### src/sv/brb_pkg.sv
package brb_pkg;

   // Field widths of the request and response transactions.
   localparam int ACTION_W = 2;
   localparam int OFFSET_W = 36;
   localparam int SIZE_W   = 37;
   localparam int START_W  = 12;
   localparam int NEXT_W   = 12;
   localparam int BSL_W    = 5;

   // offset + length needs one bit more than a size.
   localparam int SUM_W = SIZE_W + 1;

   // Block size limits, in log2 of bytes.
   localparam logic [BSL_W-1:0] BSL_MIN   = 5'd9;
   localparam logic [BSL_W-1:0] BSL_MAX   = 5'd24;
   localparam logic [BSL_W-1:0] BSL_RESET = 5'd12;

   // A block count after the smallest block shift, plus one for rounding up.
   localparam int BLK_CNT_W = SUM_W - 9 + 1;
   // First block of a range, taken from the offset alone.
   localparam int FIRST_W   = OFFSET_W - 9;

   // The search extent is a whole number of this many blocks.
   localparam int ROUND_BLOCKS = 8;
   localparam int ROUND_LOG    = $clog2(ROUND_BLOCKS);

   // Request actions.
   localparam logic [ACTION_W-1:0] ACT_MARK   = 2'd0;
   localparam logic [ACTION_W-1:0] ACT_FIND   = 2'd1;
   localparam logic [ACTION_W-1:0] ACT_RESIZE = 2'd2;

   // Register port.
   localparam int CSR_DATA_W = 32;
   localparam int CSR_ADDR_W = 2;
   localparam logic [CSR_ADDR_W-1:0] REG_IDX_BSL = 2'd0;

   typedef struct packed {
      logic [ACTION_W-1:0] action;
      logic [OFFSET_W-1:0] offset;
      logic [SIZE_W-1:0]   length;
      logic [START_W-1:0]  start_block;
      logic [SIZE_W-1:0]   new_size;
   } req_item_type;

   typedef struct packed {
      logic              found;
      logic [NEXT_W-1:0] next_block;
      logic              overflow;
   } rsp_item_type;

   typedef enum logic [2:0] {
      ST_IDLE,
      ST_SUM,
      ST_COUNT,
      ST_LIMIT,
      ST_PLAN,
      ST_WALK,
      ST_RESP
   } state_type;

   typedef enum logic [1:0] {
      WOP_MARK,
      WOP_FIND,
      WOP_CLEAR
   } walk_op_type;

   typedef struct packed {
      logic        go;
      walk_op_type op;
   } walk_cmd_type;

   typedef struct packed {
      logic done;
      logic found;
   } walk_sts_type;

endpackage

### src/sv/brb_ram.sv
module brb_ram #(
   parameter int WIDTH = 64,
   parameter int DEPTH = 64,
   localparam int AW = (DEPTH > 1) ? $clog2(DEPTH) : 1
) (
   input  logic             clock,
   input  logic             we,
   input  logic [AW-1:0]    waddr,
   input  logic [WIDTH-1:0] wdata,
   input  logic             re,
   input  logic [AW-1:0]    raddr,
   output logic [WIDTH-1:0] rdata
);

   logic [WIDTH-1:0] mem_ff [DEPTH];
   logic [WIDTH-1:0] rdata_ff;

   always_ff @(posedge clock) begin
      if (we) begin
         mem_ff[waddr] <= wdata;
      end
      if (re) begin
         rdata_ff <= mem_ff[raddr];
      end
   end

   assign rdata = rdata_ff;

endmodule

### src/sv/brb_walk.sv
module brb_walk #(
   parameter int MAX_BLOCKS = 4096,
   parameter int WORD_BITS  = 64,
   localparam int BI_W = $clog2(MAX_BLOCKS)
) (
   input  logic                  clock,
   input  logic                  reset,
   input  brb_pkg::walk_cmd_type cmd,
   input  logic [BI_W-1:0]       first_blk,
   input  logic [BI_W-1:0]       last_blk,
   output brb_pkg::walk_sts_type sts,
   output logic [BI_W-1:0]       hit_blk
);
   import brb_pkg::*;

   localparam int NUM_WORDS = MAX_BLOCKS / WORD_BITS;
   localparam int WA_W      = (NUM_WORDS > 1) ? $clog2(NUM_WORDS) : 1;
   localparam int BIT_W     = $clog2(WORD_BITS);

   walk_op_type          op_ff, op_in;
   logic [BI_W-1:0]      first_ff, first_in;
   logic [BI_W-1:0]      last_ff, last_in;
   logic [WA_W-1:0]      iss_ptr_ff, iss_ptr_in;
   logic                 iss_live_ff, iss_live_in;
   logic                 dat_live_ff, dat_live_in;
   logic [WA_W-1:0]      dat_addr_ff, dat_addr_in;
   logic [NUM_WORDS-1:0] valid_ff, valid_in;
   walk_sts_type         sts_ff, sts_in;
   logic [BI_W-1:0]      hit_blk_ff, hit_blk_in;

   logic [WA_W-1:0]      first_word;
   logic [WA_W-1:0]      last_word;
   logic [BIT_W-1:0]     lo_bit;
   logic [BIT_W-1:0]     hi_bit;
   logic [WORD_BITS-1:0] mask;
   logic [WORD_BITS-1:0] ram_rdata;
   logic [WORD_BITS-1:0] rd_word;
   logic [WORD_BITS-1:0] wr_word;
   logic [WORD_BITS-1:0] hit_bits;
   logic [BIT_W-1:0]     hit_pos;
   logic                 hit;
   logic                 wr_en;
   logic                 last;
   logic                 finish;

   brb_ram #(
      .WIDTH (WORD_BITS),
      .DEPTH (NUM_WORDS)
   ) u_ram (
      .clock (clock),
      .we    (wr_en),
      .waddr (dat_addr_ff),
      .wdata (wr_word),
      .re    (iss_live_ff),
      .raddr (iss_ptr_ff),
      .rdata (ram_rdata)
   );

   assign first_word = WA_W'(first_ff >> BIT_W);
   assign last_word  = WA_W'(last_ff >> BIT_W);

   // Only the end words of the range are partial.
   assign lo_bit = (dat_addr_ff == first_word) ? first_ff[BIT_W-1:0] : '0;
   assign hi_bit = (dat_addr_ff == last_word) ? last_ff[BIT_W-1:0] : '1;
   assign mask   = ({WORD_BITS{1'b1}} << lo_bit) & ({WORD_BITS{1'b1}} >> (~hi_bit));

   // A word never written since reset reads as zero.
   assign rd_word  = valid_ff[dat_addr_ff] ? ram_rdata : '0;
   assign hit_bits = rd_word & mask;
   assign hit      = |hit_bits;

   always_comb begin
      hit_pos = '0;
      for (int i = WORD_BITS - 1; i >= 0; i--) begin
         if (hit_bits[i]) begin
            hit_pos = BIT_W'(i);
         end
      end
   end

   always_comb begin
      case (op_ff)
         WOP_CLEAR: wr_word = rd_word & ~mask;
         default:   wr_word = rd_word | mask;
      endcase
   end

   assign wr_en  = dat_live_ff && (op_ff != WOP_FIND);
   assign last   = dat_addr_ff == last_word;
   assign finish = dat_live_ff && (last || ((op_ff == WOP_FIND) && hit));

   always_comb begin
      op_in       = op_ff;
      first_in    = first_ff;
      last_in     = last_ff;
      iss_ptr_in  = iss_ptr_ff;
      iss_live_in = iss_live_ff;
      dat_live_in = 1'b0;
      dat_addr_in = iss_ptr_ff;
      if (cmd.go) begin
         op_in       = cmd.op;
         first_in    = first_blk;
         last_in     = last_blk;
         iss_ptr_in  = WA_W'(first_blk >> BIT_W);
         iss_live_in = 1'b1;
      end else begin
         if (iss_live_ff) begin
            iss_ptr_in = WA_W'(iss_ptr_ff + 1'b1);
         end
         iss_live_in = iss_live_ff && (iss_ptr_ff != last_word) && !finish;
         dat_live_in = iss_live_ff && !finish;
      end

      sts_in.done  = finish;
      sts_in.found = finish && (op_ff == WOP_FIND) && hit;
      hit_blk_in   = finish ? BI_W'({dat_addr_ff, hit_pos}) : hit_blk_ff;

      for (int i = 0; i < NUM_WORDS; i++) begin
         valid_in[i] = valid_ff[i] || (wr_en && (dat_addr_ff == WA_W'(i)));
      end
   end

   always_ff @(posedge clock) begin
      if (reset) begin
         iss_live_ff <= 1'b0;
         dat_live_ff <= 1'b0;
         valid_ff    <= '0;
         sts_ff      <= '0;
      end else begin
         iss_live_ff <= iss_live_in;
         dat_live_ff <= dat_live_in;
         valid_ff    <= valid_in;
         sts_ff      <= sts_in;
      end
      op_ff       <= op_in;
      first_ff    <= first_in;
      last_ff     <= last_in;
      iss_ptr_ff  <= iss_ptr_in;
      dat_addr_ff <= dat_addr_in;
      hit_blk_ff  <= hit_blk_in;
   end

   assign sts     = sts_ff;
   assign hit_blk = hit_blk_ff;

endmodule

### config.mk
export PLATFORM = sky130hd
export DESIGN_NAME = brb_walk
export DESIGN_NICKNAME = d
export VERILOG_FILES = /design/src/sv/brb_pkg.sv /design/src/sv/brb_ram.sv /design/src/sv/brb_walk.sv
export SDC_FILE = /design/constraint.sdc
export NUM_CORES = 2
export LEC_CHECK = 0
export BUFFER_PORTS_ARGS = -buffer_cell sky130_fd_sc_hd__buf_2
export CAP_MARGIN = 20
export CORE_ASPECT_RATIO = 1.4
export CORE_MARGIN = 1
export CORE_UTILIZATION = 30
export CTS_BUF_LIST = sky130_fd_sc_hd__clkbuf_4
export DETAILED_ROUTE_END_ITERATION = 7
export PLACE_DENSITY = 0.46
export SLEW_MARGIN = 10
export SYNTH_ARGS = -nofsm -noshare
export SYNTH_HDL_FRONTEND = slang
export SYNTH_SLANG_ARGS = --single-unit
export TNS_END_PERCENT = 5
### constraint.sdc
create_clock -name clock -period 13.4 [get_ports clock]
set_clock_uncertainty 0.1 [all_clocks]
set_input_delay 2.01 -clock clock [delete_from_list [all_inputs] [get_ports clock]]
set_output_delay 2.01 -clock clock [all_outputs]
set_load 0.1 [all_outputs]
# Yosys cells after proc, flatten, opt, wreduce, memory -nomap -nowiden
# Memory sizes are Yosys's and may differ from the RTL's. A register that Yosys moved wholly into a read port is not among the register bits.
# Cells that the tools add are included.
# W data, S select, Z words.
[totals]
ff_bits = 118
latchBits = 0
ramBits = 4096
mem_bits_ro = 0
in_bits = 29
out_inout_bits = 14
wordCells = 318
mem_count = 1
[mem_list]
columns = ["memory", "depth", "width", "read_ports", "rd_clocked_by_memory_dff", "write_ports", "line", "source"]
rows = [
  ["u_ram.mem_ff", 64, 64, 1, 1, 1, "brb_ram.sv:15", "logic [WIDTH-1:0] mem_ff [DEPTH];"],
]
[classes]
n_addsub = 1
n_mul = 0
n_div = 0
n_lt_le_gt_ge = 1
n_eq_ne = 69
shifts = 2
mux = 74
bitwise_logic = 6
n_reduce_logical = 147
[ops]
columns = ["cell", "count"]
rows = [
  ["$mux W6", 36],
  ["$and A64 B64 Y64", 3],
  ["$eq A6 B6 Y1 const B", 32],
  ["$mux W64", 2],
  ["$eq A6 B5 Y1 const B", 16],
  ["$mux W5", 16],
  ["$logic_and A1 B1 Y1", 72],
  ["$logic_or A1 B1 Y1", 65],
  ["$not A64 Y64", 1],
  ["$or A64 B64 Y64", 1],
  ["$reduce_or A64 Y1", 1],
  ["$shl A64 B6 Y64 const A", 1],
  ["$shr A64 B6 Y64 const A", 1],
  ["$eq A6 B4 Y1 const B", 8],
  ["$mux W4", 8],
  ["$reduce_or A32 Y1", 1],
  ["$eq A6 B3 Y1 const B", 4],
  ["$reduce_or A16 Y1", 1],
  ["$eq A6 B2 Y1 const B", 2],
  ["$eq A6 B6 Y1", 2],
  ["$mux W3", 4],
  ["$reduce_or A8 Y1", 1],
  ["$lt A6 B7 Y1 const B", 1],
  ["$add A6 B1 Y6 const B", 1],
  ["other kinds (14)", 20],
]

# Depth between registers and ports, before layout
[depth]
word_depth = 69
mapped_depth = 12
ltp_nobuf = 9

# By module
# A second synthesis with hierarchy kept.
[unflattened]
cells_unflattened = 7695
area_unflattened_um2 = 165750.2
[by_module_without_submodules]
columns = ["module", "n_inst", "cells_each", "area_per_inst_um2", "seq_area_each_um2"]
rows = [
  ["brb_ram", 1, 6598, 156989.3, 124919.8],
  ["brb_walk", 1, 1097, 8760.9, 2802.7],
]

# Worst setup path before layout
# OpenSTA, ideal clock, no wires.
[synth_path]
path_type = "reg2reg"
startpoint = "reg dat_addr_ff[0]"
endpoint = "mem u_ram.mem_ff[47][0], enable pin"
setup_time_ns = 0.567
arrival_time_ns = 5.615
required_time_ns = 12.733
setup_slack_ns = 7.118
path_stages_with_launch = 6
n_path_buf = 3
period_less_slack_ns = 6.282
cell_sequence = "dfxtp_1 buf_6 buf_2 buf_2 nand2_1 nor3_1"
[synth_rtl]
columns = ["item", "line", "source"]
rows = [
  ["start, declared", "brb_walk.sv:26", "logic [WA_W-1:0] dat_addr_ff, dat_addr_in;"],
  ["start signal, assigned", "brb_walk.sv:139", "dat_addr_ff <= dat_addr_in;"],
  ["end, declared", "brb_ram.sv:15", ""],
]
# Straight into the memory's write port.

==> results.sh <==
export IMPL_syn_avg_cell_area_um2=23.9
export IMPL_critPathLaunchType="flip-flop"
export IMPL_slew_headroom=0.197
export IMPL_grt_pass1_vias=88100
export IMPL_use_met3=0.0383
export IMPL_switchingPower_mw=8.24
export IMPL_max_freq_mhz=180
export IMPL_clkPwrFrac=0.342
export IMPL_dieHeight_um=880
export IMPL_nNetsFinal=8004
export IMPL_num_io_pins=43
export IMPL_final_util=0.345
export IMPL_finalCritPeriodShare=0.415
export IMPL_synthToLayoutAreaGrowth_pct=14.6
export IMPL_synthArstFlopShare=0
export IMPL_tightest_slew_ps=1200
export IMPL_leakage_nw=57.6
export IMPL_cts_tree="yes"
export IMPL_holdWs_ps=248
export IMPL_synth_area_leaders="edfxtp_1 (76%), mux4_2 (19%), dfxtp_1 (0.90%), clkbuf_1 (0.60%), nor2_1 (0.36%)"
export IMPL_syn_area_um2=165000
export IMPL_status="finished, final reports clean"
export IMPL_worstSetupEndpointType="flip-flop"
export IMPL_worst_path_max_fanout=46
export IMPL_post_cts_resized=0
export IMPL_grt_usage=0.192
export IMPL_syn_inst=6920
export IMPL_synth_seq_cells=4278
export IMPL_path_clk_slew_ps=70
export IMPL_gp_congestion=0.884
export IMPL_die_area_um2=553000
export IMPL_port_buffer_count=42
export IMPL_ant_nets=0
export IMPL_synthFlopType="edfxtp_1"
export IMPL_final_cells=16000
export IMPL_grt_pass1_wl_mm=727
export IMPL_placed_cells=14200
export IMPL_vias_per_cell=5.20
export IMPL_clock_path_buffers=5
export IMPL_finalSetupViolCount=0
export IMPL_finalSetupTns_ps=0
export IMPL_cts_root_buf="clkbuf_4"
export IMPL_synth_top_area_share=0.765
export IMPL_drt_wl_total_mm=534
export IMPL_p_int_mw=22.5
export IMPL_drv_slew=0
export IMPL_met2_usage=0.344
export IMPL_swShare=0.268
export IMPL_numCtsBuffers=1109
export IMPL_synth_edf_count=4204
export IMPL_initial_core_util=0.301
export IMPL_synth_distinct_cells=83
export IMPL_antenna_found_initial=30
export IMPL_synth_nets=6950
export IMPL_power_frac_seq=0.505
export IMPL_overflow=0
export IMPL_grt_max_degree=134
export IMPL_vdd_drop_max_mv=0.106
export IMPL_hp_class="primary input to flip-flop"
export IMPL_clock_latency_ps=1840
export IMPL_synth_largest_area_cell="edfxtp_1"
export IMPL_drtIter0Drc=8159
export IMPL_arrival_ps=6930
export IMPL_yosys_warnings=0
export IMPL_cts_sinks=4278
export IMPL_mostFrequentLayoutCell="edfxtp_1"
export IMPL_post_route_min_period_ps=5560
export IMPL_htreeDepth=7
export IMPL_seq_area_frac_synth=0.774
export IMPL_drtPass1Iterations=5
export IMPL_cap_violations=0
export IMPL_critPathKind="flip-flop to flip-flop"
export IMPL_power_mw=30.8
export IMPL_rsz0062_at_grt="false"
export IMPL_drive_gt1_frac=0.398
export IMPL_vias=83000
export IMPL_die_x_um=629
export IMPL_fillers=51400
export IMPL_final_cell_mix="edfxtp_1 (4204), clkbuf_4 (1519), mux4_2 (1360)"
export IMPL_wl_per_cell_um=33.4
export IMPL_combPwrFrac=0.153
export IMPL_powerDensity_nw_per_um2=163
export IMPL_grt_busiest_layer="met2"
export IMPL_dpl_hpwl_mm=286
export IMPL_hold_viol_final=0
export IMPL_required_ps=14770
export IMPL_hold_buffers=0
export IMPL_rows=322
export IMPL_postCtsSetupRepairBufs=0
export IMPL_use_met1=0.228
export IMPL_coreArea_um2=549000
export IMPL_drc=0
## routing by layer
metal  routed length (um)  share of wire
met4                16900          0.032
met3                28600          0.054
met5                   34       0.000064
met2               284000           0.53
met1               204000           0.38
## power by group through the flow
| stage | registers, mW | clock network (mW) | logic (mW) |
|---|---|---|---|
| 2_1_floorplan | 15.6 | 0 | 3.14 |
| 3_3_place_gp | 15.8 | 0 | 4.73 |
| 3_5_place_dp | 15.8 | 0 | 4.78 |
| 4_1_cts | 15.6 | 10.9 | 4.79 |
| 5_1_grt | 15.5 | 11.5 | 4.97 |
| 6_report | 15.5 | 10.5 | 4.70 |
## final timing paths
kind | start | end | slack (ps) | cells past startpoint
worst max register to register | dat_addr_in[0] | u_ram.rdata[3] | 7840 | 7
worst min register to register | valid_ff[22] | valid_ff[22] | 360 | 1
worst min-delay path | last_blk[3] | last_ff[3] | 250 | 1
worst max-delay path | dat_addr_in[0] | u_ram.rdata[3] | 7840 | 7
## state kept, by name, summed over array words and instances, names as in the netlist
signal        count
dat_addr_in       6
valid_ff         64
u_ram.rdata      64
sts               2
hit_blk          12
last_ff          12
dat_live_ff       1
u_ram.mem_ff   4096
first_ff         12
op_ff             2
dat_addr_ff       6
iss_live_ff       1
## critical path, stage by stage (launching register included)
cell and delay [ps]:
edfxtp_1 400, buf_4 650, buf_4 680, buf_4 770, buf_4 860, mux4_2 620, mux4_2 490, mux4_2 490
## metrics by stage
stage	setup WS (ps)	area, um2
after floorplan	7120	165000
after global placement	7630	177000
after detailed placement	7660	177000
after CTS	7670	189000
after global routing	7440	189000
final	7840	189000
## cell usage after synthesis (10+ instances only)
cell,number
a21oi_1,40
a31oi_1,15
and2_1,10
buf_1,99
buf_2,20
clkbuf_1,265
dfxtp_1,74
edfxtp_1,4204
inv_1,28
mux2i_1,14
mux4_2,1360
nand2_1,88
nand2b_1,10
nand3_1,83
nand4_1,25
nor2_1,159
nor3_1,21
o211ai_1,20
o21a_1,48
o21ai_0,91
o221ai_1,22
o22ai_1,25
or2_2,12
xnor2_1,13
## kinds of logic (layout without fill, tap and decap cells)
family,Yosys count,in the layout,share of synthesized area
AO/OA/AOI/OAI,353,353,0.0148
XOR/XNOR,24,24,0.00141
adder cells (fa/ha/maj),1,1,0.0000758
buffers and inverters,418,2129,0.00988
flip-flops,4278,4278,0.774
multiplexers,1375,1375,0.186
other,0,45,0
AND/OR/NAND/NOR,471,471,0.0138
## area by class of cell
class / instances / area (um2) / share of cell area
repair buffers: 333 / 2760 / 0.0146
clock buffers: 1519 / 11400 / 0.0602
multi-input cells: 2224 / 37000 / 0.195
well taps: 7290 / 9120 / 0.0482
flip-flops and latches: 4278 / 128000 / 0.675
diodes: 45 / 113 / 0.000595
clock inverters: 249 / 1100 / 0.00579
inverters: 28 / 105 / 0.000555
No activity file was read; power rests on OpenSTA's default activity.
