===== src/sv/brb_pkg.sv =====
package brb_pkg;

   // Field widths of the request and response transactions.
   localparam int ACTION_W = 2;
   localparam int OFFSET_W = 36;
   localparam int SIZE_W   = 37;
   localparam int START_W  = 12;
   localparam int NEXT_W   = 12;
   localparam int BSL_W    = 5;

   // offset + length needs one bit more than a size.
   localparam int SUM_W = SIZE_W + 1;

   // Block size limits, in log2 of bytes.
   localparam logic [BSL_W-1:0] BSL_MIN   = 5'd9;
   localparam logic [BSL_W-1:0] BSL_MAX   = 5'd24;
   localparam logic [BSL_W-1:0] BSL_RESET = 5'd12;

   // A block count after the smallest block shift, plus one for rounding up.
   localparam int BLK_CNT_W = SUM_W - 9 + 1;
   // First block of a range, taken from the offset alone.
   localparam int FIRST_W   = OFFSET_W - 9;

   // The search extent is a whole number of this many blocks.
   localparam int ROUND_BLOCKS = 8;
   localparam int ROUND_LOG    = $clog2(ROUND_BLOCKS);

   // Request actions.
   localparam logic [ACTION_W-1:0] ACT_MARK   = 2'd0;
   localparam logic [ACTION_W-1:0] ACT_FIND   = 2'd1;
   localparam logic [ACTION_W-1:0] ACT_RESIZE = 2'd2;

   // Register port.
   localparam int CSR_DATA_W = 32;
   localparam int CSR_ADDR_W = 2;
   localparam logic [CSR_ADDR_W-1:0] REG_IDX_BSL = 2'd0;

   typedef struct packed {
      logic [ACTION_W-1:0] action;
      logic [OFFSET_W-1:0] offset;
      logic [SIZE_W-1:0]   length;
      logic [START_W-1:0]  start_block;
      logic [SIZE_W-1:0]   new_size;
   } req_item_type;

   typedef struct packed {
      logic              found;
      logic [NEXT_W-1:0] next_block;
      logic              overflow;
   } rsp_item_type;

   typedef enum logic [2:0] {
      ST_IDLE,
      ST_SUM,
      ST_COUNT,
      ST_LIMIT,
      ST_PLAN,
      ST_WALK,
      ST_RESP
   } state_type;

   typedef enum logic [1:0] {
      WOP_MARK,
      WOP_FIND,
      WOP_CLEAR
   } walk_op_type;

   typedef struct packed {
      logic        go;
      walk_op_type op;
   } walk_cmd_type;

   typedef struct packed {
      logic done;
      logic found;
   } walk_sts_type;

endpackage


===== src/sv/brb_csr.sv =====
module brb_csr (
   input  logic                             clock,
   input  logic                             reset,
   input  logic                             psel,
   input  logic                             penable,
   input  logic                             pwrite,
   input  logic [brb_pkg::CSR_ADDR_W-1:0]   paddr,
   input  logic [brb_pkg::CSR_DATA_W-1:0]   pwdata,
   output logic [brb_pkg::CSR_DATA_W-1:0]   prdata,
   output logic                             pready,
   output logic [brb_pkg::BSL_W-1:0]        bsl
);
   import brb_pkg::*;

   logic [BSL_W-1:0]      bsl_ff;
   logic [BSL_W-1:0]      bsl_in;
   logic [BSL_W-1:0]      wr_value;
   logic [CSR_ADDR_W-1:0] reg_idx;
   logic                  wr_hit;

   assign pready  = 1'b1;
   assign reg_idx = paddr >> 2;
   assign wr_hit  = psel && penable && pwrite && pready && (reg_idx == REG_IDX_BSL);

   // Written values are clamped to the supported block sizes.
   always_comb begin
      wr_value = pwdata[BSL_W-1:0];
      if (wr_value < BSL_MIN) begin
         wr_value = BSL_MIN;
      end else if (wr_value > BSL_MAX) begin
         wr_value = BSL_MAX;
      end
      bsl_in = wr_hit ? wr_value : bsl_ff;
   end

   always_ff @(posedge clock) begin
      if (reset) begin
         bsl_ff <= BSL_RESET;
      end else begin
         bsl_ff <= bsl_in;
      end
   end

   assign prdata = (reg_idx == REG_IDX_BSL) ? CSR_DATA_W'(bsl_ff) : '0;
   assign bsl    = bsl_ff;

endmodule


===== config.mk =====
export PLATFORM = sky130hd
export DESIGN_NAME = brb_csr
export DESIGN_NICKNAME = d
export VERILOG_FILES = /design/src/sv/brb_pkg.sv /design/src/sv/brb_csr.sv
export SDC_FILE = /design/constraint.sdc
export NUM_CORES = 1
export LEC_CHECK = 0
export BUFFER_PORTS_ARGS = -buffer_cell sky130_fd_sc_hd__buf_2
export CAP_MARGIN = 10
export CELL_PAD_IN_SITES_DETAIL_PLACEMENT = 1
export CELL_PAD_IN_SITES_GLOBAL_PLACEMENT = 1
export CORE_MARGIN = 1.5
export CORE_UTILIZATION = 17
export DETAILED_ROUTE_END_ITERATION = 7
export PLACE_DENSITY_LB_ADDON = 0.08
export SLEW_MARGIN = 25
export SYNTH_ARGS = -nofsm -noshare
export SYNTH_HDL_FRONTEND = slang
export SYNTH_SLANG_ARGS = --single-unit
export TNS_END_PERCENT = 30

===== constraint.sdc =====
create_clock -name clock -period 1.9 [get_ports clock]
set_input_delay 0.19 -clock clock [delete_from_list [all_inputs] [get_ports clock]]
set_output_delay 0.19 -clock clock [all_outputs]
set_load 0.01 [all_outputs]

Word level (Yosys, flattened, before mapping). Cells that the tools add are included.

Bits of input ports: 39. Flip-flop bits (word level): 5. Logic and storage cells: 7.

Magnitude comparators: 2. Reductions and logical operators: 2. Mux-type cells: 2.

Operators with widths (number): 5-bit two-way mux (2); 5-bit greater-than comparator (second input constant) (1); 5-bit by 4-bit less-than comparator with 1-bit output (second input constant) (1); 1-bit logical AND (2).

Logic depth before layout (Yosys ltp). Gate-level depths: netlist (run 1).

Word-level depth: 3. Gate-level depth with buffers: 3. Mapped depth without buffers: 3.

Worst setup path after synthesis (run 1). OpenSTA, ideal clock, no wires.

Path kind: input to register. Start point: input psel. End point: register bsl_ff[3], in the netlist bsl[3]. Arrival time: 0.640 ns. Path slack: 1.140 ns. Cell stages on the path: 3. Setup time: 0.120 ns. Cells stage by stage: nand3_1 a21oi_1 a211o_1.

Cells in the longest elaborated chain, start to end: 2.

RTL lines: from (decl) (line brb_csr.sv:4) `input logic psel,`; 1-bit logical AND (2 in a row) (line brb_csr.sv:23) `assign wr_hit = psel && penable && pwrite && pready && (reg_idx == REG_IDX_BSL);`; to (signal assigned) (line brb_csr.sv:40) `bsl_ff <= bsl_in;`; to (decl) (line brb_csr.sv:15) `logic [BSL_W-1:0] bsl_ff;`.

No other way between the ends. A chain may end at the register's enable or synchronous reset.

Final worst setup path (run 1).
Start point: register bsl_ff[3], in the netlist bsl[3]. End point: output bsl[3] in the netlist's numbering.

RTL lines: to (decl) (line brb_csr.sv:11) `output logic [brb_pkg::BSL_W-1:0] bsl`.

No word-level cell between the ends.

==> results of run 1 <==
==> cell families after synthesis <==
family | after synthesis
AOI/OAI and AO/OA | 6
xor gates and xnor gates | 1
buffers and inverters | 34
DFF | 5
muxes | 1
other | 2
and+or+nand+nor | 10
==> cell usage in the layout, fill, tap and decap left out, drive strengths merged <==
cell and n:
nor2 2, o41ai 1, nand3b 1, mux2i 1
nand2 2, xor2 1, clkbuf 4, nor3 1
buf 19, a211o 1, dfxtp 5, and3 1
a21boi 1, inv 1, nand3 3, a21oi 3
conb 28
==> layout make-up <==
| cell class | instances | area, sq um |
|---|---|---|
| fill | 323 | 2070 |
| multi-input combinational | 46 | 213 |
| sequential | 5 | 100 |
| timing repair buffer | 19 | 95.1 |
| tap | 30 | 37.5 |
| clock buffer | 4 | 26.3 |
| inverter | 1 | 3.75 |
==> report_power, final <==
group / switching, uW / internal, uW
Combinational: 45.9 / 18.6
Clock: 44.6 / 79.5
Sequential: 2.71 / 110
==> routing by layer <==
layer | global-route usage | up-vias | routed length [um]
li1 | - | 161 | -
met1 | 0.0522 | 146 | 326
met2 | 0.0816 | 27 | 383
met3 | 0.0422 | 2 | 97
met4 | 0.0209 | 0 | 8
met5 | 0 | - | 0
==> path summary, 6_finish.rpt <==
path                                start      to  slack, ps
worst max-delay path               bsl[3]  bsl[3]        990
worst min-delay path            pwdata[2]  bsl[2]        180
worst max register to register     bsl[3]  bsl[3]       1220
worst min register to register     bsl[1]  bsl[1]        460
==> metrics by stage <==
step | std cells | hold slack (ps) | power (uW) | cell area, sq um | utilization
3_5_place_dp | 101 | 435 | 179 | 449 | 0.177
4_1_cts | 105 | 177 | 309 | 475 | 0.187
6_report | 105 | 181 | 301 | 475 | 0.187
5_1_grt | 105 | 183 | 325 | 475 | 0.187
2_1_floorplan | 85 | 259 | 203 | 564 | -
3_3_place_gp | 101 | 445 | 179 | 449 | 0.177
==> metrics.md, run 1 <==
| Metric | Value |
|---|---|
| Initial antenna violation count | `0` |
| Area growth syn-to-layout | `1.88%` |
| Yosys warning count | `0` |
| Sum Neg Setup Slack | `0 ps` |
| VDD IR max | `0.246 mV` |
| Total congestion overflow | `0` |
| Max FO, Critical Path | `3` |
| Diode count | `0` |
| Mux share of post-synthesis cell area | `0.0214` |
| Critical path's largest stage delay | `approximately 340 ps` |
| Placeable Area | `2540 sq um` |
| Die W | `55.4 um` |
| Area share of fa/ha/maj cells after synthesis | `0` |
| Post-DP HPWL | `719 um` |
| Clk buf depth | `2` |
| Clock-pin slew on the worst setup and hold paths | `50 ps` |
| Max Clk Rate | `1.10 GHz` |
| Port bufs | `19` |
| Largest net degree at the start of global routing | `7` |
| Top post-synthesis cells by area | `buf_4 53%, dfxtp_1 21%, a21oi_1 3.2%` |
| Hold depth | `3` |
| Initial Util | `0.183` |
| Crit path depth | `1` |
| CP Buf/Inv Count | `1` |
| Slack of the critical path | `988 ps` |
| GP Congestion | `0.634` |
| Tot GR Track Use | `0.0527` |
| CP endpoint kind | `output port` |
| Status | `completed` |
| Max FFs per register | `5` |
| Final Hold Fails | `0` |
| Hold_buf cts | `0` |
| Final setup viols | `0` |
| Final worst path period share | `0.480` |
| Main synth FF type | `dfxtp_1` |
| Synth cell types | `16` |
| Clock buffer count from CTS | `3` |
| Initial DRC Count | `5` |
| Setup Buffers After CTS | `0` |
| Count leader, synth | `buf_4` |
| Routed Antenna Nets | `0` |
| Vias/cell | `between 3 and 4` |
| Top post-synthesis cells by count | `33 x buf_4, 5 x dfxtp_1, 3 x a21oi_1, 3 x nand3_1` |
| Startpoint types | `flop` |
| Seq/Total Area, Yosys | `0.214` |
| Die area | `3070 sq um` |
| Final #Nets | `115` |
| Synth Instances | `59` |
| Critical Path, Cell by Cell | `buf_2` |
| Synth Area in XOR/XNOR | `0.0188` |
| H-tree levels | `1` |
| Synth Register Bits | `5` |
| Ys async rst share | `0` |
| Top delay family on crit path | `flip-flops` |
| Drt first pass iters | `4` |
| Worst R2R Path Depth | `1` |
| Share of layout cells above drive strength 1 | `0.293` |
| Fin crit period | `912 ps` |
| Synthesized area | `about 470 sq um` |
| Syn_area_per_cell | `a little under 8 sq um` |
| Max-slew violations | `0` |
| Yosys top cell by area | `buf_4` |
| Clk_skew | `0 ps` |
| Clock Latency Late Sink | `240 ps` |
| Unrepaired setup endpoints after global routing | `no` |
| Hold WC Path Type | `in -> reg` |
| Post-synthesis compound-gate area fraction | `0.0858` |
| CP Class | `reg -> out` |
| Leak | `0.000264 uW` |
| Largest family of logic cells by synthesized area | `buffers and inverters` |
| Row cnt | `18` |
| Critical Path AT | `720 ps` |
| DRC | `0` |
| Pre-CTS setup slack | `a little over 900 ps` |
| Synth Area in Simple Gates | `0.105` |
| MaxCap Viol Count | `0` |
| Crit-path slowest cell | `dfxtp_1` |
| Post_cts resized | `0` |
| Vias in the first global route | `269` |
| CTS tree | `yes` |
| Vert. Die Dim | `between 50 and 60 um` |
| Post-synth top area share | `0.531` |
| Top Ports | `77` |
| Worst EP required | `1710 ps` |
| Final wirelength | `around 800 um` |
| First-pass GRT wire length | `roughly 1200 um` |
| CTS sink cnt | `5` |
| Power per Cell Area | `approximately 630 nW/um^2` |
| Post-DR wirelength/cell | `7.75 um` |
| Root buffer cell | `clkbuf_4` |
| Number of synthesized flops with an enable pin | `0` |
| Via count | `336` |
Note: power is estimated with default switching activity, not from simulation.
==> inputs of run 2 (changes only) <==
Settings changed: ABC_AREA set to 1, CORE_UTILIZATION 17 to 14.
Clock period 1.9 ns to 0.8 ns, I/O delays scaled along.
==> run 2 against run 1 <==
Effect of this change: non-clock buffer count unchanged; clock-buffer cell count is the same; worst setup slack got worse by 970 ps; die area grew 26%; critical path type unchanged; largest cell class unchanged.
==> metrics.md, run 2 <==
| Metric | Value |
|---|---|
| Total congestion overflow | `0 (unchanged)` |
| CTS tree | `yes (unchanged)` |
| Cell Count Post-Placement | `125 (was 101)` |
| Initial DRC Count | `14 (was 5)` |
| Initial Util | `0.147 (was 0.183)` |
| Synth cell types | `15 (was 16)` |
| CP Class | `reg -> out (unchanged)` |
| Footprint of the multi-input gates | `225 sq um (was 213 sq um)` |
| Power per Cell Area | `1310 nW/um^2 (was 633 nW/um^2)` |
| Filler cells | `432 (was 323)` |
| Hold_buf cts | `0 (unchanged)` |
| Critical Path AT | `710 ps (was 720 ps)` |
| First-pass GRT wire length | `1420 um (was 1160 um)` |
| Vert. Die Dim | `62.2 um (was 55.4 um)` |
| Final wirelength | `946 um (was 814 um)` |
| Area growth syn-to-layout | `13.3% (was 1.88%)` |
| Crit path depth | `1 (unchanged)` |
| Hold WC Path Type | `in -> reg (unchanged)` |
| Yosys top cell by area | `buf_4 (unchanged)` |
| Via count | `372 (was 336)` |
| Seq/Total Area, Yosys | `0.204 (was 0.214)` |
| Final setup viols | `0 (unchanged)` |
| VDD IR max | `0.280 mV (was 0.246 mV)` |
| Routed Antenna Nets | `0 (unchanged)` |
| Largest net degree at the start of global routing | `7 (unchanged)` |
| Crit-path slowest cell | `dfxtp_4 (was dfxtp_1)` |
| Clock-pin slew on the worst setup and hold paths | `50 ps (about the same)` |
| CP Buf/Inv Count | `1 (unchanged)` |
| Main synth FF type | `dfxtp_1 (unchanged)` |
| Commonest non-fill, non-tap cell in the layout | `conb_1 (unchanged)` |
| Port bufs | `19 (unchanged)` |
| Vias in the first global route | `298 (was 269)` |
| Initial antenna violation count | `0 (unchanged)` |
| Yosys warning count | `0 (unchanged)` |
| Number of synthesized flops with an enable pin | `0 (unchanged)` |
| Sequential cell area | `111 sq um (was 100 sq um)` |
| Top Ports | `77 (unchanged)` |
| Vias/cell | `2.88 (was 3.20)` |
| Unrepaired setup endpoints after global routing | `yes (was no)` |
| Ys async rst share | `0 (unchanged)` |
| H-tree levels | `1 (unchanged)` |
| Synth Register Bits | `5 (unchanged)` |
| Top delay family on crit path | `flip-flops (unchanged)` |
| Row cnt | `21 (was 18)` |
| Drt first pass iters | `2 (was 4)` |
| Slack of the critical path | `13.4 ps (was 988 ps)` |
| Diode count | `0 (unchanged)` |
| Clk_skew | `0 ps (unchanged)` |
| Top post-synthesis cells by area | `buf_4 51%, dfxtp_1 20%, nand2_1 7.7% (was buf_4 53%, dfxtp_1 21%, a21oi_1 3.2%)` |
| Root buffer cell | `clkbuf_4 (unchanged)` |
| Worst EP required | `720 ps (was 1710 ps)` |
| Post-synth top area share | `0.505 (was 0.531)` |
| Fin crit period | `787 ps` |
| Top post-synthesis cells by count | `33 x buf_4, 10 x nand2_1, 5 x dfxtp_1, 4 x a21oi_1, 3 x inv_1 (was 33 x buf_4, 5 x dfxtp_1, 3 x a21oi_1, 3 x nand3_1)` |
| Leak | `0.000300 uW (was 0.000264 uW)` |
| Max Clk Rate | `1.27 GHz` |
| Final Hold Fails | `0 (unchanged)` |
| Clock Latency Late Sink | `240 ps (about the same)` |
| Placeable Area | `3340 sq um (was 2540 sq um)` |
| Pre-CTS setup slack | `-3.24 ps (was 918 ps)` |
| DRC | `0 (unchanged)` |
| Die area | `3870 sq um (was 3070 sq um)` |
| Max-slew violations | `0 (unchanged)` |
| Max FO, Critical Path | `3 (unchanged)` |
| Clock buffer count from CTS | `3 (unchanged)` |
| Final worst path period share | `0.983` |
| Synthesized area | `490 sq um (was 467 sq um)` |
| MaxCap Viol Count | `0 (unchanged)` |
| Worst R2R Path Depth | `2 (was 1)` |
| Critical Path, Cell by Cell | `buf_6 (was buf_2)` |
| Max FFs per register | `5 (unchanged)` |
| Hold depth | `2 (was 3)` |
| Setup Buffers After CTS | `0 (unchanged)` |
| Tot GR Track Use | `0.0507 (was 0.0527)` |
| Count leader, synth | `buf_4 (unchanged)` |
| Most frequent cells in the layout | `28 x conb_1, 15 x buf_2, 10 x nand2_1 (was 28 x conb_1, 19 x buf_2, 5 x dfxtp_1)` |
| Post-DR wirelength/cell | `7.33 um (was 7.75 um)` |
| Clk buf depth | `2 (unchanged)` |
| Post-Route Utilization | `0.166 (was 0.187)` |
| Worst hold slack | `43.1 ps (was 181 ps)` |
| Sum Neg Setup Slack | `0 ps (unchanged)` |
| Startpoint types | `flop (unchanged)` |
| Synth Instances | `67 (was 59)` |
| Post-DP HPWL | `791 um (was 719 um)` |
| Post-route insts no fill | `129 (was 105)` |
| GP Congestion | `0.699 (was 0.634)` |
| Die W | `62.2 um (was 55.4 um)` |
| Critical path's largest stage delay | `350 ps (was 340 ps)` |
| CP endpoint kind | `output port (unchanged)` |
| Share of layout cells above drive strength 1 | `0.386 (was 0.293)` |
| Syn_area_per_cell | `7.32 sq um (was 7.91 sq um)` |
| Status | `completed (unchanged)` |
| Final #Nets | `123 (was 115)` |
| CTS sink cnt | `5 (unchanged)` |
[run 2: changes by cell type in the layout (fill, tap and decap cells not counted), moves of 2 or more]
cell     previous run  this run
nand3_1             3         1
dfxtp_4             0         2
dfxtp_2             0         3
buf_2              19        15
dfxtp_1             5         0
buf_6               0         4
nand2_1             2        10
inv_1               1         3
[run 2: repair_timing]
item,in CTS,in global routing
gates resized for setup,4,7
gates cloned,0,0
endpoints found under the setup margin,8,8
[run 2: kinds of logic (layout without fill, tap and decap cells)]
family                 count (synthesis)  in the layout  synth area share
and+or+nand+nor                       15             15             0.135
other                                  2             28            0.0153
DFF                                    5              5             0.204
buffers and inverters                 37             27             0.536
AOI/OAI and AO/OA                      8              8             0.110
[run 2: final timing paths]
kind | slack (ps) | from | endpoint
hold / removal | 40 | reset | bsl[1]
hold reg to reg | 470 | bsl[4] | bsl[4]
setup / recovery | 10 | bsl[3] | prdata[3]
setup reg to reg | 130 | bsl[3] | bsl[3]
[run 2: routing by layer]
| metal | up-vias | global-route usage | routed length (um) |
|---|---|---|---|
| li1 | 180 | - | - |
| met2 | 28 | 0.0666 | 417 |
| met3 | 2 | 0.0380 | 148 |
| met5 | - | 0 | 0 |
| met4 | 0 | 0.0500 | 10 |
| met1 | 162 | 0.0498 | 368 |
[run 2: power breakdown]
part	internal, uW	switching (uW)	leakage (uW)	total, uW
registers	256	7.48	0.0000420	264
logic	51.4	115	0.000243	166
clock network	189	108	0.0000150	297
total	497	231	0.000300	727
[run 2: layout make-up]
class,count,area share
multi-input combinational,51,0.405
timing repair buffer,19,0.216
sequential,5,0.200
tap,46,0.104
clock buffer,4,0.0473
inverter,4,0.0270
[run 2: metrics by stage]
| step | power (uW) | instance area, sq um |
|---|---|---|
| floorplan | 483 | 588 |
| finish | 727 | 556 |
| global placement | 429 | 493 |
| global route | 782 | 556 |
| detailed placement | 427 | 493 |
| CTS | 738 | 524 |
